### config.mk
export PLATFORM = sky130hd
export DESIGN_NAME = mcdtm_ram
export DESIGN_NICKNAME = d
export VERILOG_FILES = /design/src/hw/rtl/mcdtm_ram.sv
export SDC_FILE = /design/constraint.sdc
export NUM_CORES = 1
export LEC_CHECK = 0
export BUFFER_PORTS_ARGS = -buffer_cell sky130_fd_sc_hd__buf_2
export CAP_MARGIN = 20
export CORE_MARGIN = 8
export CORE_UTILIZATION = 34
export DETAILED_ROUTE_END_ITERATION = 6
export PLACE_DENSITY = 0.54
export SETUP_SLACK_MARGIN = 0.15
export SKIP_LAST_GASP = 1
export SYNTH_ARGS = -nofsm -noshare
export SYNTH_HDL_FRONTEND = slang
export SYNTH_SLANG_ARGS = --single-unit
### constraint.sdc
create_clock -name clk -period 2.9 [get_ports clk]
set_clock_uncertainty 0.2 [all_clocks]
set_input_delay 0.58 -clock clk [delete_from_list [all_inputs] [get_ports clk]]
set_output_delay 0.58 -clock clk [all_outputs]
set_load 0.05 [all_outputs]
### src/hw/rtl/mcdtm_ram.sv
// generic single-write, single-read ram with registered read
module mcdtm_ram #(
  parameter int W = 8,
  parameter int D = 16
) (
  input  logic                 clk,
  input  logic                 we,
  input  logic [$clog2(D)-1:0] waddr,
  input  logic [W-1:0]         wdata,
  input  logic                 re,
  input  logic [$clog2(D)-1:0] raddr,
  output logic [W-1:0]         rdata
);

  logic [W-1:0] mem [D];
  logic [W-1:0] rdata_r;

  always_ff @(posedge clk) begin
    if (we) begin
      mem[waddr] <= wdata;
    end
    if (re) begin
      rdata_r <= mem[raddr];
    end
  end

  assign rdata = rdata_r;

endmodule

Word-level counts from Yosys, hierarchy flattened
Memory sizes are Yosys's and may differ from the RTL's. A register that Yosys moved wholly into a read port is not among the register bits. Cells that the tools add are included.

Multiplexer cells: 2.

Operator list (count): $mux W1 (2).

Register bits: 0. Word-level logic and storage cells: 3. RAM bits: 128. Memories: 1. Input port bits: 19. Output and inout port bits: 8.

Memories: mem (words 16, width 8, read ports 1, clocked after Yosys merged registers in 1, wr ports 1, RTL line 15) `logic [W-1:0] mem [D];`.

Logic depth before layout (Yosys ltp)
Gate-level depths: netlist (run 1).

Depth after elaboration: 2. Gate-level depth with buffers: 5. Mapped depth without buffers: 3.

Least setup slack after synthesis (run 1)
Ideal clock, no wire load.

Path kind: in2reg. Start point: in waddr[2]. End point: mem mem[0][0] (enable). Path slack: 0.627 ns. Path buffers: 0. Data required time: 2.317 ns. Setup time: 0.383 ns. Cell stages on the path: 2. Arrival time: 1.690 ns. Path through: or3b_2 -> nor3_1.

RTL lines: from (decl) (RTL line 8) `input logic [$clog2(D)-1:0] waddr,`; to (decl) (RTL line 15).

No word-level cell before the write port.

==> results of run 1 <==
kinds of logic (layout without fill, tap and decap cells):
| logic type | Yosys count | count (layout) |
|---|---|---|
| AO/OA/AOI/OAI | 16 | 16 |
| buffers and inverters | 10 | 76 |
| multiplexers | 32 | 32 |
| AND/OR/NAND/NOR | 35 | 35 |
| flip-flops | 136 | 136 |
state kept, by name, indices dropped and copies added, names as in the netlist:
signal,cells
mem,128
rdata,8
final timing paths:
path | start | end
worst max-delay path | raddr[0] | rdata[0]$_DFFE_PP_
worst min-delay path | wdata[7] | mem[1][7]$_DFFE_PP_
worst max register to register | mem[2][0]$_DFFE_PP_ | rdata[0]$_DFFE_PP_
worst min register to register | mem[8][4]$_DFFE_PP_ | rdata[4]$_DFFE_PP_
stage by stage:
step / cell area [um^2] / setup WS [ps] / instances / util [%]
2_1_floorplan: 5228 / 627.1 / 229 / -
3_3_place_gp: 5682 / 511.5 / 453 / 37.65
3_5_place_dp: 5682 / 498.0 / 453 / 37.65
4_1_cts: 6158 / 933.1 / 483 / 40.81
5_1_grt: 6158 / 844.3 / 483 / 40.81
6_report: 6158 / 935.9 / 483 / 40.81
power by group:
part	total (uW)	internal (uW)	switching, uW
combinational	232	87.3	145
clock	1750	1050	697
sequential	2230	2220	12.3
layout by cell type, fill, tap and decap left out, types with 7 or more instances in the layout:
master,instances
mux4_2,18
mux4_1,14
buf_4,18
buf_2,26
nor2_1,13
edfxtp_1,136
clkbuf_16,17
clkinv_1,7
nand2_1,9
a22oi_1,16
final cells by class:
class                   instances  area, um^2
repair buffers                 46       305.3
flip-flops and latches        136        4084
clock buffers                  21       440.4
multi-input cells              83        1057
clock inverters                 9       36.28
well taps                     188       235.2
fillers                      1343        8931
worst max-delay path: cells and delay by family:
family	cells	cell delay (ps)
and+or+nand+nor	1	110
AOI/OAI and AO/OA	1	280
buffers and inverters	2	350
muxes	1	580
routing by layer:
metal | global-route usage (%) | vias up | wire length (um) | share of wire (%)
li1 | - | 1091 | - | -
met1 | 15.00 | 1304 | 4910 | 47
met2 | 17.27 | 54 | 5043 | 48
met3 | 3.228 | 13 | 398 | 3.8
met4 | 5.143 | 0 | 159 | 1.5
met5 | 0 | - | 0 | 0
==> impl_results.md, run 1 <==
- Outcome: complete, no violations
- Count leader, synth: edfxtp_1
- Port Buffers: 26
- Clock buffer depth: 2
- Worst min path class: in -> reg
- Yosys reg bits: 136
- Avg Inst Size Synth: 22.83 um^2
- Mapped Nets: 248
- CP required: 2850 ps
- Residual overflow from global routing: 0
- Crit-path max FO: 32
- Synth cell count leaders: 136 x edfxtp_1, 18 x mux4_2, 16 x a22oi_1
- Worst VDD drop: 0.0004034 V
- Top cell type's share of synthesized area: 78.12%
- DRC violations left: 0
- Sum Neg Setup Slack: 0 ps
- Cells after Synth: 229
- CTS Hold Bufs: 0
- Worst hold stages: 1
- Synth top area cells: edfxtp_1 78%, mux4_2 7.8%, mux4_1 7.0%, a22oi_1 2.3%, nor2_1 0.93%
- Final period util: 67.73%
- # rows: 45
- DPL Wire Length: 6511 um
- P per Cell Area: 683.9 mW/mm^2
- Layout cells sized above 1: 28.47%
- Vias in the first global route: 2601
- Synthesized area: 0.005228 mm^2
- Seq/Total Area, Yosys: 78.12%
- Via-to-Cell Ratio: 5.097
- Worst hold margin: 356.2 ps
- Cell Chain, Critical Path: buf_2 > buf_12 > mux4_1 > a22oi_1 > nand2_1
- Drt pass-1 iters: 6
- Initial Util: 34.64%
- Synth Area in XOR/XNOR: 0%
- Slew Viols, Final: 0
- Worst-margin pin slew: 448.0 ps
- Worst path max stage delay: 580 ps
- Post-synthesis compound-gate area fraction: 2.298%
- Largest net degree at the start of global routing: 33
- Max Cap Viol: 0
- EDFF count, synth: 136
- Clock root buffer: clkbuf_16
- Via count: 2462
- Synth-to-Final Area Change: 17.81%
- Fin nets: 303
- Total Die Area: 0.01960 mm^2
- Final antenna-violating net count: 0
- Synth Area in Adders: 0%
- Yosys top cell by area: edfxtp_1
- FMAX: 509.1 MHz
- GP Congestion: 0.7193
- Post-CTS setup buffer count: 0
- Reg-to-reg slack, setup: 1210 ps
- CTS resizes: 0
- GRT Total Usage: 11.40%
- Final period demand of the worst path: 1964 ps
- Worst path slowest cell: mux4_1
- Synth unique cells: 18
- Skew-Pair Late Insertion Delay: 410 ps
- Post-Route WL: 10510 um
- Cell count of the worst reg-to-reg path: 3
- Total CTS buffers: 17
- Ant diodes: 0
- Ports: 27
- WL/cell: 21.76 um
- Critical Path End Type: flip-flop
- Clk sinks: 136
- Asr flop ratio synth: 0%
- Hold Vio Cnt, Final: 0
- First-pass GRT wire length: 15970 um
- Post-Synth Simple-Gate Area: 3.135%
- Largest family of logic cells by synthesized area: multiplexers
- Initial antenna violation count: 0
- CTS clk-pin slew, worst paths: 50 ps
- Die X-Extent: 140.0 um
- Crit path launch type: input pin
- Htree depth: 4
- Slew Limit Headroom: 70.13%
- YS warnings: 0
- Crit path DAT: 1910 ps
- Top FF cell, synth: edfxtp_1
- CP Class: in -> reg
- Leakage dissipation: 0.002058 uW
- CTS tree: yes
- RSZ-0062 raised after global routing: no
- Total chip power: 4212 uW
- DIE HEIGHT: 140.0 um
- Initial DRC Count: 152
- Finish-stage setup viols: 0
- Core area: 0.01509 mm^2
- Post-synthesis mux area share: 14.79%
Note: power is estimated with default switching activity, not from simulation.
==> run 2, diff against run 1 <==
Clock period 2.9 ns to 1.9 ns, I/O delays scaled along.
==> run 2 against run 1 <==
- sequential power grew 52%
- via count grew 0.93%
- worst hold slack lost 210 ps
- cell area is 3.2% higher
- non-clock buffer count is 12 higher
- flip-flop and latch count unchanged
- global-route usage grew 0.60 points
- critical path depth is 1 lower
- clock power rose by 81%
- power is 65% higher
==> impl_results.md, run 2 (synthesized netlist as in run 1, its figures left out) <==
- Outcome: complete, no violations
- NetSw: 1391 uW (+63%)
- Final period util: 90.17%
- Hold Vio Cnt, Final: 0 (unchanged)
- Via count: 2485 (+0.93%)
- FMAX: 583.7 MHz
- R2r endpoint: rdata[7]$_DFFE_PP_
- Reg-to-reg slack, setup: 190 ps (-1020 ps)
- Worst path slowest cell: mux4_2
- Die X-Extent: 140.0 um (unchanged)
- CP startpoint: mem[3][7]$_DFFE_PP_
- Clock buffer depth: 2 (unchanged)
- Slew Viols, Final: 0 (unchanged)
- CTS tree: yes
- Sum Neg Setup Slack: 0 ps (unchanged)
- Residual overflow from global routing: 0 (unchanged)
- Worst path max stage delay: 480 ps (-100 ps)
- Net switching fraction of the power: 19.97% (-0.31 points)
- Fin util: 42.12% (+1.3 points)
- Layout cells sized above 1: 40.13% (+12 points)
- Post-CTS setup buffer count: 0 (unchanged)
- Crit-path max FO: 1 (-97%)
- CP Depth: 4 (-1)
- Critical Path End Type: flip-flop
- Ports: 27 (unchanged)
- Multi-input gate area: 0.001044 mm^2 (-1.3%)
- # rows: 45 (unchanged)
- CTS clk-pin slew, worst paths: 50 ps (about the same)
- Cell Chain, Critical Path: mux4_2 > a22oi_1 > buf_4 > nand2_1
- Kind of cell adding the most delay to the critical path: multiplexers
- GRT Total Usage: 12.01% (+0.60 points)
- Slew Limit Headroom: 34.24% (-36 points)
- Initial Util: 34.64% (unchanged)
- Clk sinks: 136 (unchanged)
- Drt pass-1 iters: 4 (-2)
- Worst VDD drop: 0.0007030 V (+74%)
- Synth-to-Final Area Change: 21.59%
- Cell count of the worst reg-to-reg path: 4 (+1)
- Max FFs per register: 128 (unchanged)
- RSZ-0062 raised after global routing: yes
- Core area: 0.01509 mm^2 (unchanged)
- Crit path launch type: flip-flop
- Largest net degree at the start of global routing: 17 (-48%)
- Sequential share of power: 48.8% (-4.1 points)
- Commonest non-fill, non-tap cell in the layout: edfxtp_1
- Finish-stage setup viols: 0 (unchanged)
- Initial antenna violation count: 4 (+4)
- Register Area: 0.004084 mm^2 (unchanged)
- Port Buffers: 26 (unchanged)
- Fill cells: 1344 (+0.074%)
- Skew-Pair Late Insertion Delay: 410 ps (about the same)
- Worst-margin pin slew: 984.4 ps (+536.3 ps)
- Final period demand of the worst path: 1713 ps
- CP required: 1840 ps (-1010 ps)
- Ant diodes: 0 (unchanged)
- First-pass GRT wire length: 16830 um (+5.4%)
- Leakage dissipation: 0.002129 uW (+3.5%)
- Htree depth: 4 (unchanged)
- GP Congestion: 0.7124 (-0.96%)
- Total Die Area: 0.01960 mm^2 (unchanged)
- Via-to-Cell Ratio: 5.000 (-1.9%)
- P_int: 5577 uW (+66%)
- Largest Register: mem
- DRC violations left: 0 (unchanged)
- Initial DRC Count: 211 (+39%)
- Final antenna-violating net count: 0 (unchanged)
- Worst min path class: in -> reg
- DPL Wire Length: 7136 um (+9.6%)
- DIE HEIGHT: 140.0 um (unchanged)
- WL/cell: 22.04 um (+1.3%)
- Worst r2r src: mem[3][7]$_DFFE_PP_
- Max Cap Viol: 0 (unchanged)
- CP Class: reg -> reg
- Post-Route WL: 10960 um (+4.2%)
- Clock network power share: 45.4% (+3.9 points)
- Vias in the first global route: 2716 (+4.4%)
- Most frequent cells in the layout: 136 x edfxtp_1, 31 x mux4_2, 27 x buf_4
- CTS Hold Bufs: 0 (unchanged)
- Total CTS buffers: 17 (unchanged)
- Clock root buffer: clkbuf_16
- Crit path buf inv count: 1 (-1)
- Hold Startpoint: wdata[3]
- Fin nets: 315 (+4.0%)
- End of the critical path: rdata[7]$_DFFE_PP_
- Crit path DAT: 1660 ps (-250 ps)
- Logic pwr share: 5.8% (+0.3 points)
- P per Cell Area: 1096 mW/mm^2 (+60%)
[run 2: changes by cell type in the layout (fill, tap and decap cells not counted), sizes merged]
cell	delta
buf	+12
bufinv	+3
clkbuf	-1
[run 2: worst min path at each step]
stage | endpoint | cells after the start
6_report | mem[14][3]$_DFFE_PP_ | 1
5_1_grt | mem[5][3]$_DFFE_PP_ | 1
4_1_cts | mem[14][3]$_DFFE_PP_ | 1
3_5_place_dp | rdata[2]$_DFFE_PP_ | 3
3_3_place_gp | rdata[4]$_DFFE_PP_ | 3
2_1_floorplan | mem[0][0]$_DFFE_PP_ | 0
[run 2: power groups by stage]
stage / clock (uW) / sequential (uW) / combinational [uW]
floorplan: 0 / 3510 / 186
global placement: 0 / 3460 / 399
detailed placement: 0 / 3460 / 406
CTS: 3230 / 3400 / 410
global route: 3360 / 3400 / 438
finish: 3160 / 3400 / 405
[run 2: area by class of cell]
type	count	area share (%)
Clock buffer	20	6.870
Sequential cell	136	64.25
Timing Repair Buffer	58	6.673
Clock inverter	12	2.087
Tap cell	188	3.701
Multi-Input combinational cell	83	16.42
[run 2: worst register-to-register path, stage by stage (launching register included)]
cell,delay (ps)
edfxtp_1,360
mux4_2,480
a22oi_1,200
buf_4,140
nand2_1,70
[run 2: timing repair]
action                                  CTS  global route
endpoints found under the setup margin    2             4
hold endpoints to repair                  0             0
resized for setup                         2             3
[run 2: stage by stage]
step | hold WS (ps) | area, um^2 | power [uW] | worst slack, ps | cells
floorplan | 278.9 | 5228 | 3695 | 53.85 | 229
global placement | 538.6 | 5763 | 3858 | -393.5 | 465
detailed placement | 553.4 | 5763 | 3868 | -422.4 | 465
CTS | 138.5 | 6342 | 7037 | 113.9 | 497
global route | 149.2 | 6356 | 7204 | 140.2 | 497
finish | 150.9 | 6356 | 6969 | 186.8 | 497
[run 2: metal layers]
metal / GRT usage (%) / vias up / share of wire, %
li1: - / 1107 / -
met1: 15.23 / 1290 / 45
met2: 18.63 / 58 / 48
met3: 4.689 / 22 / 5.8
met4: 3.714 / 8 / 1.2
met5: 0 / - / 0.42
